<file path="src/hw/rtl/qssg_pkg.sv">
package qssg_pkg;

	// Fixed widths of the stream fields and the configuration register.
	localparam int HGT_W  = 16;
	localparam int VAL_W  = 40;
	localparam int FRAC_W = 16;
	localparam int CFG_W  = 7;
	localparam int DEF_MAX_POINTS = 64;

	localparam logic [CFG_W-1:0] CFG_RESET = 7'd8;

	// Saturation limits of the signed Q24.16 value range.
	localparam logic signed [VAL_W-1:0] V_MAX = {1'b0, {(VAL_W-1){1'b1}}};
	localparam logic signed [VAL_W-1:0] V_MIN = {1'b1, {(VAL_W-1){1'b0}}};

	// Command code carried in tuser.
	localparam logic CMD_QUAD = 1'b0;
	localparam logic CMD_LIN  = 1'b1;

	typedef enum logic [2:0] {
		ST_IDLE,
		ST_MUL,
		ST_DSTART,
		ST_DWAIT,
		ST_COEF,
		ST_RUN,
		ST_SLOPE
	} state_t;

	// Commands from the controller to the datapath.
	typedef struct packed {
		logic load;
		logic num;
		logic div_start;
		logic coef;
		logic emit;
		logic slope;
	} cmd_t;

	// Status from the datapath to the controller.
	typedef struct packed {
		logic div_done;
		logic last;
		logic out_free;
	} status_t;

endpackage

</file>
<file path="src/hw/rtl/quadratic_spline_segment_gen_top.sv">
// After the input transfer the controller forms the numerator, starts the two-bit-per-cycle divider,
// waits for its quotient and sets up the coefficients before the first sample is emitted.
// Throughput: one sample per cycle while the output is not stalled by m_tready; one segment
// is in flight at a time.
// Reset: arst_n is asynchronous and active low; it sets points_per_segment to 8, clears the
// carried slope and empties the output register.
module quadratic_spline_segment_gen_top #(
	parameter int MAX_POINTS = qssg_pkg::DEF_MAX_POINTS
) (
	input  logic                         clk,
	input  logic                         arst_n,
	// Configuration: points_per_segment, written when cfg_wen is high.
	input  logic                         cfg_wen,
	input  logic [qssg_pkg::CFG_W-1:0]   cfg_wdata,
	// Segment input stream.
	input  logic                         s_tvalid,
	output logic                         s_tready,
	// tdata fields from bit 0 up: start_height [15:0], end_height [31:16].
	input  logic [2*qssg_pkg::HGT_W-1:0] s_tdata,
	// tuser fields from bit 0 up: cmd (0 quadratic, 1 linear).
	input  logic                         s_tuser,
	// Sample output stream.
	output logic                         m_tvalid,
	input  logic                         m_tready,
	// tdata fields from bit 0 up: sample_value [39:0], signed Q24.16.
	output logic [qssg_pkg::VAL_W-1:0]   m_tdata,
	// tlast marks the final sample of each segment.
	output logic                         m_tlast
);
	import qssg_pkg::*;

	// The controller steps through capture, numerator, divide, coefficient setup,
	// sample emission and slope update. The datapath holds all arithmetic.
	cmd_t    cmd;
	status_t status;

	qssg_ctrl u_ctrl (
		.clk     (clk),
		.arst_n  (arst_n),
		.s_tvalid(s_tvalid),
		.s_tready(s_tready),
		.cmd     (cmd),
		.status  (status)
	);

	// Samples are produced by forward differences: the value accumulator adds
	// the first difference for each emitted sample and the first difference adds twice the
	// quadratic coefficient, so every sample is exact before saturation. The
	// first difference left after the last sample, less the quadratic
	// coefficient, is the new carried slope 2*a*n + b. A result transfer waits
	// in the output register while the next sample is already prepared.
	qssg_dp #(
		.MAX_POINTS(MAX_POINTS)
	) u_dp (
		.clk      (clk),
		.arst_n   (arst_n),
		.cfg_wen  (cfg_wen),
		.cfg_wdata(cfg_wdata),
		.s_tuser  (s_tuser),
		.s_tdata  (s_tdata),
		.m_tready (m_tready),
		.m_tvalid (m_tvalid),
		.m_tdata  (m_tdata),
		.m_tlast  (m_tlast),
		.cmd      (cmd),
		.status   (status)
	);

endmodule

</file>
<file path="src/hw/rtl/qssg_div.sv">
module qssg_div #(
	parameter int QW = 48,
	parameter int DW = 14
) (
	input  logic          clk,
	input  logic          arst_n,
	input  logic          start,
	input  logic [QW-1:0] num,
	input  logic [DW-1:0] den,
	output logic          done,
	output logic [QW-1:0] quo
);

	// Two restoring steps per cycle, so the numerator width is even.
	localparam int ITER = QW / 2;
	localparam int CW   = $clog2(ITER + 1);

	logic [DW-1:0] rem_q;
	logic [QW-1:0] quo_q;
	logic [DW-1:0] den_q;
	logic [CW-1:0] cnt_q;
	logic          busy_q;
	logic          done_q;

	logic [DW:0]   r1, r2;
	logic [DW-1:0] rem1, rem2;
	logic [QW-1:0] q1, q2;

	always_comb begin
		r1 = {rem_q, quo_q[QW-1]};
		q1 = {quo_q[QW-2:0], 1'b0};
		if (r1 >= {1'b0, den_q}) begin
			rem1  = DW'(r1 - {1'b0, den_q});
			q1[0] = 1'b1;
		end else begin
			rem1 = DW'(r1);
		end
		r2 = {rem1, q1[QW-1]};
		q2 = {q1[QW-2:0], 1'b0};
		if (r2 >= {1'b0, den_q}) begin
			rem2  = DW'(r2 - {1'b0, den_q});
			q2[0] = 1'b1;
		end else begin
			rem2 = DW'(r2);
		end
	end

	always_ff @(posedge clk or negedge arst_n) begin
		if (!arst_n) begin
			busy_q <= 1'b0;
			done_q <= 1'b0;
			cnt_q  <= '0;
		end else begin
			done_q <= 1'b0;
			if (start) begin
				busy_q <= 1'b1;
				cnt_q  <= CW'(ITER);
			end else if (busy_q) begin
				cnt_q <= cnt_q - CW'(1);
				if (cnt_q == CW'(1)) begin
					busy_q <= 1'b0;
					done_q <= 1'b1;
				end
			end
		end
	end

	always_ff @(posedge clk) begin
		if (start) begin
			rem_q <= '0;
			quo_q <= num;
			den_q <= den;
		end else if (busy_q) begin
			rem_q <= rem2;
			quo_q <= q2;
		end
	end

	assign done = done_q;
	assign quo  = quo_q;

endmodule

</file>
<file path="src/hw/rtl/qssg_ctrl.sv">
module qssg_ctrl (
	input  logic              clk,
	input  logic              arst_n,
	input  logic              s_tvalid,
	output logic              s_tready,
	output qssg_pkg::cmd_t    cmd,
	input  qssg_pkg::status_t status
);
	import qssg_pkg::*;

	state_t state_q, state_d;

	always_ff @(posedge clk or negedge arst_n) begin
		if (!arst_n) begin
			state_q <= ST_IDLE;
		end else begin
			state_q <= state_d;
		end
	end

	always_comb begin
		state_d  = state_q;
		cmd      = '0;
		s_tready = 1'b0;
		unique case (state_q)
			ST_IDLE: begin
				s_tready = 1'b1;
				if (s_tvalid) begin
					cmd.load = 1'b1;
					state_d  = ST_MUL;
				end
			end
			ST_MUL: begin
				cmd.num = 1'b1;
				state_d = ST_DSTART;
			end
			ST_DSTART: begin
				cmd.div_start = 1'b1;
				state_d       = ST_DWAIT;
			end
			ST_DWAIT: begin
				if (status.div_done) begin
					state_d = ST_COEF;
				end
			end
			ST_COEF: begin
				cmd.coef = 1'b1;
				state_d  = ST_RUN;
			end
			ST_RUN: begin
				if (status.out_free) begin
					cmd.emit = 1'b1;
					if (status.last) begin
						state_d = ST_SLOPE;
					end
				end
			end
			ST_SLOPE: begin
				cmd.slope = 1'b1;
				state_d   = ST_IDLE;
			end
			default: begin
				state_d = ST_IDLE;
			end
		endcase
	end

endmodule

</file>
<file path="src/hw/rtl/qssg_dp.sv">
module qssg_dp #(
	parameter int MAX_POINTS = qssg_pkg::DEF_MAX_POINTS
) (
	input  logic                         clk,
	input  logic                         arst_n,
	input  logic                         cfg_wen,
	input  logic [qssg_pkg::CFG_W-1:0]   cfg_wdata,
	input  logic                         s_tuser,
	input  logic [2*qssg_pkg::HGT_W-1:0] s_tdata,
	input  logic                         m_tready,
	output logic                         m_tvalid,
	output logic [qssg_pkg::VAL_W-1:0]   m_tdata,
	output logic                         m_tlast,
	input  qssg_pkg::cmd_t               cmd,
	output qssg_pkg::status_t            status
);
	import qssg_pkg::*;

	localparam int IW = $clog2(MAX_POINTS + 1);
	localparam int NW = VAL_W + IW + 1;
	localparam int QW = 2 * ((NW + 1) / 2);
	localparam int DW = 2 * IW;
	localparam int AW = VAL_W + 1 + 2 * IW;
	localparam int DIFF_W = HGT_W + 1 + FRAC_W;

	localparam logic signed [QW:0]   QMAX = (QW + 1)'(V_MAX);
	localparam logic signed [QW:0]   QMIN = (QW + 1)'(V_MIN);
	localparam logic signed [AW-1:0] AMAX = AW'(V_MAX);
	localparam logic signed [AW-1:0] AMIN = AW'(V_MIN);

	function automatic logic signed [VAL_W-1:0] sat_quo(input logic signed [QW:0] x);
		if (x > QMAX) begin
			return V_MAX;
		end else if (x < QMIN) begin
			return V_MIN;
		end
		return VAL_W'(x);
	endfunction

	function automatic logic signed [VAL_W-1:0] sat_acc(input logic signed [AW-1:0] x);
		if (x > AMAX) begin
			return V_MAX;
		end else if (x < AMIN) begin
			return V_MIN;
		end
		return VAL_W'(x);
	endfunction

	logic [CFG_W-1:0]         points_q;
	logic                     lin_q;
	logic signed [HGT_W-1:0]  start_q, end_q;
	logic [IW-1:0]            n_q, n_clamp, cnt_q;
	logic signed [VAL_W-1:0]  slope_q, qa_q;
	logic signed [NW-1:0]     num_q;
	logic [DW-1:0]            den_q;
	logic                     neg_q;
	logic signed [AW-1:0]     v_q, d_q;
	logic                     out_valid_q;
	logic [VAL_W-1:0]         out_data_q;
	logic                     out_last_q;

	logic signed [HGT_W:0]    diff_int;
	logic signed [DIFF_W-1:0] diff;
	logic signed [NW-1:0]     slope_x, n_x, nb;
	logic [NW-1:0]            mag;
	logic [QW-1:0]            quo;
	logic                     div_done;
	logic signed [QW:0]       quo_s;
	logic signed [VAL_W-1:0]  a_sat, qa_new, lb_new;
	logic signed [AW-1:0]     base_x;

	// Effective segment length: zero reads as one, the top is clamped.
	always_comb begin
		if (points_q == '0) begin
			n_clamp = IW'(1);
		end else if (32'(points_q) > MAX_POINTS) begin
			n_clamp = IW'(MAX_POINTS);
		end else begin
			n_clamp = IW'(points_q);
		end
	end

	always_ff @(posedge clk or negedge arst_n) begin
		if (!arst_n) begin
			points_q    <= CFG_RESET;
			slope_q     <= '0;
			out_valid_q <= 1'b0;
		end else begin
			if (cfg_wen) begin
				points_q <= cfg_wdata;
			end
			if (cmd.slope) begin
				slope_q <= sat_acc(d_q - AW'(qa_q));
			end
			if (cmd.emit) begin
				out_valid_q <= 1'b1;
			end else if (m_tready) begin
				out_valid_q <= 1'b0;
			end
		end
	end

	assign diff_int = $signed({end_q[HGT_W-1], end_q}) - $signed({start_q[HGT_W-1], start_q});
	assign diff     = {diff_int, {FRAC_W{1'b0}}};
	assign slope_x  = NW'(slope_q);
	assign n_x      = $signed({{(NW - IW){1'b0}}, n_q});
	assign nb       = slope_x * n_x;
	assign mag      = num_q[NW-1] ? NW'(-num_q) : NW'(num_q);

	qssg_div #(
		.QW(QW),
		.DW(DW)
	) u_div (
		.clk   (clk),
		.arst_n(arst_n),
		.start (cmd.div_start),
		.num   (QW'(mag)),
		.den   (den_q),
		.done  (div_done),
		.quo   (quo)
	);

	assign quo_s  = neg_q ? -$signed({1'b0, quo}) : $signed({1'b0, quo});
	assign a_sat  = sat_quo(quo_s);
	assign qa_new = lin_q ? '0 : a_sat;
	assign lb_new = lin_q ? a_sat : slope_q;
	assign base_x = AW'($signed({start_q, {FRAC_W{1'b0}}}));

	always_ff @(posedge clk) begin
		if (cmd.load) begin
			lin_q   <= (s_tuser == CMD_LIN);
			start_q <= s_tdata[HGT_W-1:0];
			end_q   <= s_tdata[2*HGT_W-1:HGT_W];
			n_q     <= n_clamp;
		end
		if (cmd.num) begin
			if (lin_q) begin
				num_q <= NW'(diff);
				den_q <= DW'(n_q);
			end else begin
				num_q <= NW'(diff) - nb;
				den_q <= DW'(n_q) * DW'(n_q);
			end
		end
		if (cmd.div_start) begin
			neg_q <= num_q[NW-1];
		end
		if (cmd.coef) begin
			qa_q  <= qa_new;
			v_q   <= base_x;
			d_q   <= AW'(qa_new) + AW'(lb_new);
			cnt_q <= '0;
		end
		if (cmd.emit) begin
			out_data_q <= sat_acc(v_q);
			out_last_q <= status.last;
			v_q        <= v_q + d_q;
			d_q        <= d_q + (AW'(qa_q) <<< 1);
			cnt_q      <= cnt_q + IW'(1);
		end
	end

	assign status.div_done = div_done;
	assign status.last     = (cnt_q == n_q - IW'(1));
	assign status.out_free = !out_valid_q || m_tready;

	assign m_tvalid = out_valid_q;
	assign m_tdata  = out_data_q;
	assign m_tlast  = out_last_q;

endmodule
</file>
<file path="config.mk">
export PLATFORM = sky130hd
export DESIGN_NAME = quadratic_spline_segment_gen_top
export DESIGN_NICKNAME = d
export VERILOG_FILES = /design/src/hw/rtl/qssg_pkg.sv /design/src/hw/rtl/quadratic_spline_segment_gen_top.sv /design/src/hw/rtl/qssg_div.sv /design/src/hw/rtl/qssg_ctrl.sv /design/src/hw/rtl/qssg_dp.sv
export SDC_FILE = /design/constraint.sdc
export NUM_CORES = 2
export LEC_CHECK = 0
export ABC_CLOCK_PERIOD_IN_PS = 19100
export BUFFER_PORTS_ARGS = -buffer_cell sky130_fd_sc_hd__buf_4
export CAP_MARGIN = 20
export CORE_ASPECT_RATIO = 1.1
export CORE_UTILIZATION = 57
export CTS_CLUSTER_DIAMETER = 30
export DETAILED_ROUTE_END_ITERATION = 10
export PLACE_DENSITY_LB_ADDON = 0.05
export SETUP_SLACK_MARGIN = 0.1
export SLEW_MARGIN = 20
export SYNTH_ARGS = -nofsm -noshare
export SYNTH_HDL_FRONTEND = slang
export SYNTH_SLANG_ARGS = --single-unit
</file>
<file path="constraint.sdc">
create_clock -name clk -period 19.1 [get_ports clk]
set_clock_uncertainty 0.1 [all_clocks]
set_input_delay 0.955 -clock clk [delete_from_list [all_inputs] [get_ports clk]]
set_output_delay 0.955 -clock clk [all_outputs]
set_load 0.05 [all_outputs]
</file>
-- After elaboration in Yosys (flattened, before gate mapping)
Cells that the tools add are included.
- add/sub/neg operators: 13
- multipliers: 2
- div/mod/pow operators: 0
- magnitude comparators: 9
- equal/unequal tests: 12
- shift operators: 0
- mux-type cells: 60
- bitwise gates (word level): 0
- reduce and logical (&&, ||, !) cells: 9
- operators by type and width (cell ; number):
    40-bit 2-to-1 mux ; 11
    55-bit 2-to-1 mux ; 4
    48-bit 2-to-1 mux ; 4
    55-bit by 40-bit > comparator with 1-bit output, second input constant ; 2
    55-bit by 40-bit less-than comparator with 1-bit output, second input constant ; 2
    55-bit by 41-bit adder with 55-bit output ; 1
    55-bit adder ; 1
    55-bit by 40-bit subtractor with 55-bit output ; 1
    49-bit by 40-bit > comparator with 1-bit output, second input constant ; 1
    49-bit by 40-bit less-than comparator with 1-bit output, second input constant ; 1
    49-bit 2-to-1 mux ; 1
    48-bit negator with 49-bit output ; 1
    40-bit by 8-bit multiplier with 48-bit output ; 1
    48-bit negator ; 1
    33-bit by 48-bit subtractor with 48-bit output ; 1
    40-bit by 40-bit adder with 41-bit output ; 1
    15-bit by 14-bit greater-or-equal comparator with 1-bit output ; 2
    14-bit 2-to-1 mux ; 2
    7-bit 2-to-1 mux ; 4
    14-bit subtractor ; 2
    1-bit 2-to-1 mux ; 27
    3-bit one-hot mux with 6 select lines ; 1
    16-bit by 16-bit subtractor with 17-bit output ; 1
    7-bit by 7-bit multiplier with 14-bit output ; 1
    other kinds (20) ; 31
- register bits: 435
- bits in latches: 0
- RAM bits: 0
- memory bits (read-only): 0
- input bits: 45
- output and inout port bits: 43
- logic and storage cells: 131
- memories: 0

-- Logic depth before layout (Yosys ltp)
- depth in word-level cells: 10
- mapped depth: 30
- depth with buffers taken out: 27

-- Hierarchy
A second synthesis with hierarchy kept.
- cell total of the unflattened synthesis: 4864
- area total of the unflattened synthesis: 44234.9 sq um
- modules (own cells, without submodules) (module ; times used ; cells each ; area an instance (sq um) ; seq. area each (sq um)):
    qssg_dp ; 1 ; 4407 ; 39055.0 ; 10241.1
    qssg_div ; 1 ; 436 ; 4994.8 ; 2317.2
    qssg_ctrl ; 1 ; 21 ; 185.2 ; 75.1

-- Worst setup path before layout
OpenSTA, ideal clock, no wires.
- kind: reg2reg
- start point: register u_ctrl.state_q[1]
- end point: register u_dp.cnt_q[0] (enable)
- setup time: 0.751 ns
- data arrival time: 8.858 ns
- setup slack: 9.391 ns
- cell stages (with the launch flop): 5
- buffers on the path: 1
- period minus slack after synthesis: 9.709 ns
- cell sequence: dfrtp_1 -> clkbuf_1 -> inv_1 -> nand2_1 -> o21ai_0
- word-level cells in the longest chain between the ends: 3
- RTL lines (item ; RTL line ; text):
    from (decl) ; qssg_ctrl.sv:11 ; state_t state_q, state_d;
    from (signal assigned) ; qssg_ctrl.sv:17 ; state_q <= state_d;
    3-bit == test ; qssg_ctrl.sv:25 ; unique case (state_q)
    1-bit 2-to-1 mux ; qssg_ctrl.sv:25 ;
    2-bit nonzero test (no line) (*) ; - ;
    to (signal assigned) ; qssg_dp.sv:159 ; cnt_q <= cnt_q + IW'(1);
    to (decl) ; qssg_dp.sv:52 ; logic [IW-1:0] n_q, n_clamp, cnt_q;
Every way passes the cells marked *; elsewhere a longest branch is shown, timed or not.
A chain may end at the register's enable or synchronous reset.

-- Worst setup path after layout
- start point: register u_dp.u_div.quo_q[19] (netlist: u_dp.u_div.quo[19])
- end point: register u_dp.d_q[49], data pin
- word-level cells in the longest chain between the ends: 10
- RTL lines (item ; RTL line ; text):
    from (decl) ; qssg_div.sv:19 ; logic [QW-1:0] quo_q;
    from (signal assigned) ; qssg_div.sv:71 ; quo_q <= num;
    from (signal assigned) ; qssg_div.sv:75 ; quo_q <= q2;
    48-bit negator with 49-bit output ; qssg_dp.sv:123 ; assign quo_s = neg_q ? -$signed({1'b0, quo}) : $signed({1'b0, quo});
    49-bit 2-to-1 mux (*) ; qssg_dp.sv:123 ;
    49-bit by 40-bit less-than comparator with 1-bit output ; qssg_dp.sv:34 ; end else if (x < QMIN) begin
    1-bit 2-to-1 mux ; qssg_dp.sv:34 ;
    1-bit 2-to-1 mux ; qssg_dp.sv:32 ; if (x > QMAX) begin
    40-bit 2-to-1 mux (*) ; qssg_dp.sv:37 ; return VAL_W'(x);
    40-bit 2-to-1 mux (*) ; qssg_dp.sv:125 ; assign qa_new = lin_q ? '0 : a_sat;
    via u_dp.qa_new[0] ; qssg_dp.sv:69 ; logic signed [VAL_W-1:0] a_sat, qa_new, lb_new;
    40-bit by 40-bit adder with 41-bit output (*) ; qssg_dp.sv:151 ; d_q <= AW'(qa_new) + AW'(lb_new);
    55-bit 2-to-1 mux (*) ; qssg_dp.sv:148 ; if (cmd.coef) begin
    55-bit 2-to-1 mux (*) ; qssg_dp.sv:154 ; if (cmd.emit) begin
    to (signal assigned) ; qssg_dp.sv:151 ;
    to (signal assigned) ; qssg_dp.sv:158 ; d_q <= d_q + (AW'(qa_q) <<< 1);
    to (decl) ; qssg_dp.sv:57 ; logic signed [AW-1:0] v_q, d_q;
The timed path passes the listed nets; every way through them passes the cells marked *. The select of a mux whose other input is x is not followed.

==> results.sh <==
export IMPL_leakage_nw=20.64
export IMPL_cpPeakStageDelay_ns=0.59
export IMPL_power_switching_mw=3.294
export IMPL_fillerInstances=6422
export IMPL_wl_um=122800
export IMPL_worstReg2RegStart="u_dp.u_div.quo[19]$_DFFE_PP_"
export IMPL_start_kind="register"
export IMPL_antenna_found_initial=2
export IMPL_r2r_end="u_dp.d_q[49]$_DFFE_PP_"
export IMPL_power_density_mw_per_mm2=156.6
export IMPL_syn_area_mm2=0.04361
export IMPL_hpwl_um=94000
export IMPL_syn_avg_cell_area_um2=9.018
export IMPL_h_tree_depth=3
export IMPL_clk_pin_slew_ns=0.05
export IMPL_post_cts_resized=0
export IMPL_syn2layout_area_growth_pct=11.77
export IMPL_ant_nets=0
export IMPL_gp_congestion=0.9690
export IMPL_hold_path_class="in -> async"
export IMPL_clockRootBuffer="clkbuf_16"
export IMPL_drtPass1Iterations=5
export IMPL_die_area_mm2=0.07762
export IMPL_dp_cells=5772
export IMPL_grtUsageTotal_pct=31.84
export IMPL_fin_area_mm2=0.04874
export IMPL_path_class="reg -> reg"
export IMPL_maxSlewHeadroom_pct=27.26
export IMPL_final_cells=5974
export IMPL_clockBufferDepth=3
export IMPL_drive_gt1_share_pct=7.804
export IMPL_grt_pass1_wl_um=193400
export IMPL_coreArea_mm2=0.07586
export IMPL_grt_pass1_vias=35170
export IMPL_synthDistinctLibCells=86
export IMPL_cp_arrival_ns=8.73
export IMPL_die_y_um=292.1
export IMPL_fmax_ghz=0.1185
export IMPL_wl_per_cell_um=20.56
export IMPL_post_cts_buffers=0
export IMPL_synthArstFlopShare_pct=13.33
export IMPL_synth_seq_area_share_pct=28.97
export IMPL_synth_main_ff_cell="edfxtp_1"
export IMPL_ios=88
export IMPL_io_buffers=87
export IMPL_rsz0062_at_grt="false"
export IMPL_die_w_um=265.7
export IMPL_cts_tree="yes"
export IMPL_pwr_share_comb_pct=56.5
export IMPL_final_period_utilization_pct=44.16
export IMPL_drt_initial_drc_count=2529
export IMPL_maxCapViolCount=0
export IMPL_rrSetupSlack_ns=10.66
export IMPL_synth_nets=5522
export IMPL_p_clk_share_pct=23.7
export IMPL_p_int_mw=4.339
export IMPL_cts_hold_buffers=0
export IMPL_final_nets=5539
export IMPL_finalSetupTns_ns=0
export IMPL_place_area_mm2=0.04508
export IMPL_ys_ff_latch=435
export IMPL_worstPathRequired_ns=19.39
export IMPL_gr_total_overflow=0
export IMPL_rows=106
export IMPL_cts_sinks=435
export IMPL_grt_max_degree=101
export IMPL_cts_buffers_inserted=105
export IMPL_ys_warnings_count=0
export IMPL_ff2ff_path_depth=28
export IMPL_setup_viol=0
export IMPL_vias=35730
export IMPL_synthCells=4836
export IMPL_initial_core_util_pct=57.49
export IMPL_drv_slew=0
export IMPL_period_minus_slack_ns=8.436
export IMPL_cp_max_fo=40
export IMPL_p_sw_share_pct=43.15
export IMPL_worst_slew_pin_slew_ns=1.091
export IMPL_drc=0
export IMPL_slowest_stage="or4_4"
export IMPL_hold_viol=0
export IMPL_end_kind="register"
export IMPL_insertion_delay_ns=0.68
export IMPL_seq_power_share_pct=19.8
export IMPL_outcome="complete, no violations"
export IMPL_vdd_ir_drop_max_mv=0.1707
export IMPL_vias_per_cell=5.981
export IMPL_synth_enable_flop_cells=363
-- through the flow --
step / power (mW) / hold WS [ns] / worst slack (ns) / util (%)
6_report: 7.633 / 0.3081 / 10.66 / 64.25
5_1_grt: 8.242 / 0.3052 / 10.23 / 64.25
4_1_cts: 7.628 / 0.3098 / 10.77 / 64.24
3_5_place_dp: 5.781 / 0.3045 / 10.80 / 59.43
3_3_place_gp: 5.726 / 0.3013 / 10.98 / 59.43
2_1_floorplan: 4.773 / 0.3003 / 9.391 / -
-- cells in the mapped netlist, drive strengths merged (24+ instances only) --
master  count  area share [%]
mux2       31            0.80
nand2b     35            0.50
dfrtp      57             3.3
xor2      196             3.9
edfxtp    363              25
a21o      212             3.6
o21ai     454             5.2
nand4      47            0.67
clkbuf    193             1.7
and2      193             2.8
xnor2     169             3.4
nor3       62            0.71
nand3      58            0.67
inv       378             3.3
o21bai     36            0.62
or3        28            0.41
nor2b      45            0.65
ha        387              11
fa        254              12
a21oi     367             4.2
nand2     463             4.0
and3       24            0.34
a31oi      37            0.53
nor2      333             2.9
o31ai      45            0.77
o41ai      24            0.54
o21a       41            0.71
-- cell usage in the layout (no fill, tap or decap), types with 15 or more instances in the layout --
cell type	n
a31oi_1	36
nand3_1	57
o211ai_1	15
buf_4	122
clkinv_2	19
xor2_1	196
ha_1	387
clkbuf_16	107
o21ai_1	54
or2_2	15
fa_1	254
o21a_1	41
and3_1	24
clkinv_4	16
o41ai_1	21
edfxtp_1	363
a21oi_1	367
a211oi_1	21
clkinvlp_4	15
nor3_1	62
nand4_1	47
nand2_1	461
mux2_2	31
nand2b_1	35
nor4_1	18
nor2b_1	45
a21o_1	212
dfrtp_1	57
or3_1	26
inv_1	375
xnor2_1	169
mux2i_1	22
and2_1	192
o21ai_0	399
o31ai_1	45
nor2_1	331
or4_1	15
o21bai_1	36
-- layout make-up --
cell class / count / area [µm²] / share of cell area [%]
antenna: 2 / 5.005 / 0.01027
tap: 1026 / 1284 / 2.634
sequential: 435 / 12630 / 25.92
clock buffer: 112 / 2706 / 5.552
multi-input combinational: 3811 / 28830 / 59.15
clock inverter: 88 / 943.4 / 1.935
timing repair buffer: 122 / 915.9 / 1.879
inverter: 378 / 1421 / 2.916
-- registers in the layout, summed over array words and instances, names as in the netlist, 3 cells and up --
signal            flops
u_dp.start_q         16
u_dp.n_q              7
u_dp.den_q           14
u_dp.u_div.den_q     14
u_dp.cnt_q            7
u_dp.u_div.quo       48
u_dp.num_q           48
u_dp.u_div.rem_q     14
u_ctrl.state_q        3
u_dp.u_div.cnt_q      5
u_dp.d_q             55
u_dp.qa_q            40
u_dp.m_tdata         40
u_dp.end_q           16
u_dp.slope_q         40
u_dp.v_q             55
u_dp.points_q         7
-- cells by family after synthesis --
| logic type | after synthesis | synth area share, % |
|---|---|---|
| AO/OA/AOI/OAI | 1373 | 19.25 |
| XOR/XNOR | 365 | 7.330 |
| adder cells (fa/ha/maj) | 641 | 22.76 |
| buffers and inverters | 590 | 5.141 |
| flip-flops | 435 | 28.97 |
| multiplexers | 53 | 1.305 |
| AND/OR/NAND/NOR | 1379 | 15.25 |
-- metal layers --
| layer | track usage, % | vias to the layer above | part of all wire, % |
|---|---|---|---|
| met5 | 0.5028 | - | 0.044 |
| met1 | 41.39 | 17260 | 42 |
| met3 | 4.368 | 235 | 6.1 |
| li1 | - | 17120 | - |
| met2 | 53.36 | 1114 | 47 |
| met4 | 12.85 | 2 | 4.1 |
-- critical path, delay by kind of cell (launching register included) --
family          cells  cell delay [ns]
compound gates     11             2.56
xor+xnor            1             0.14
fa+ha+maj           2             0.59
buf+inv             3             0.61
flops               1             0.45
simple gates       11             3.66
-- power by group through the flow --
stage	Combinational, mW	Sequential [mW]	Clock, mW
5_1_grt	4.83	1.53	1.88
3_5_place_dp	4.26	1.52	0
2_1_floorplan	3.35	1.42	0
3_3_place_gp	4.21	1.52	0
6_report	4.31	1.51	1.81
4_1_cts	4.29	1.51	1.83
-- how the worst max path moves through the flow --
stage	start	endpoint	depth (start not counted)
global route	u_dp.u_div.quo[27]$_DFFE_PP_	u_dp.d_q[37]$_DFFE_PP_	24
global placement	u_dp.u_div.quo[9]$_DFFE_PP_	u_dp.d_q[37]$_DFFE_PP_	24
detailed placement	u_dp.u_div.quo[19]$_DFFE_PP_	u_dp.d_q[49]$_DFFE_PP_	28
CTS	u_dp.u_div.quo[19]$_DFFE_PP_	u_dp.d_q[49]$_DFFE_PP_	28
floorplan	u_ctrl.state_q[1]$_DFFE_PN0P_	u_dp.cnt_q[0]$_SDFFCE_PN0P_	4
finish	u_dp.u_div.quo[19]$_DFFE_PP_	u_dp.d_q[49]$_DFFE_PP_	28
Power figures use the tool's default switching activity.
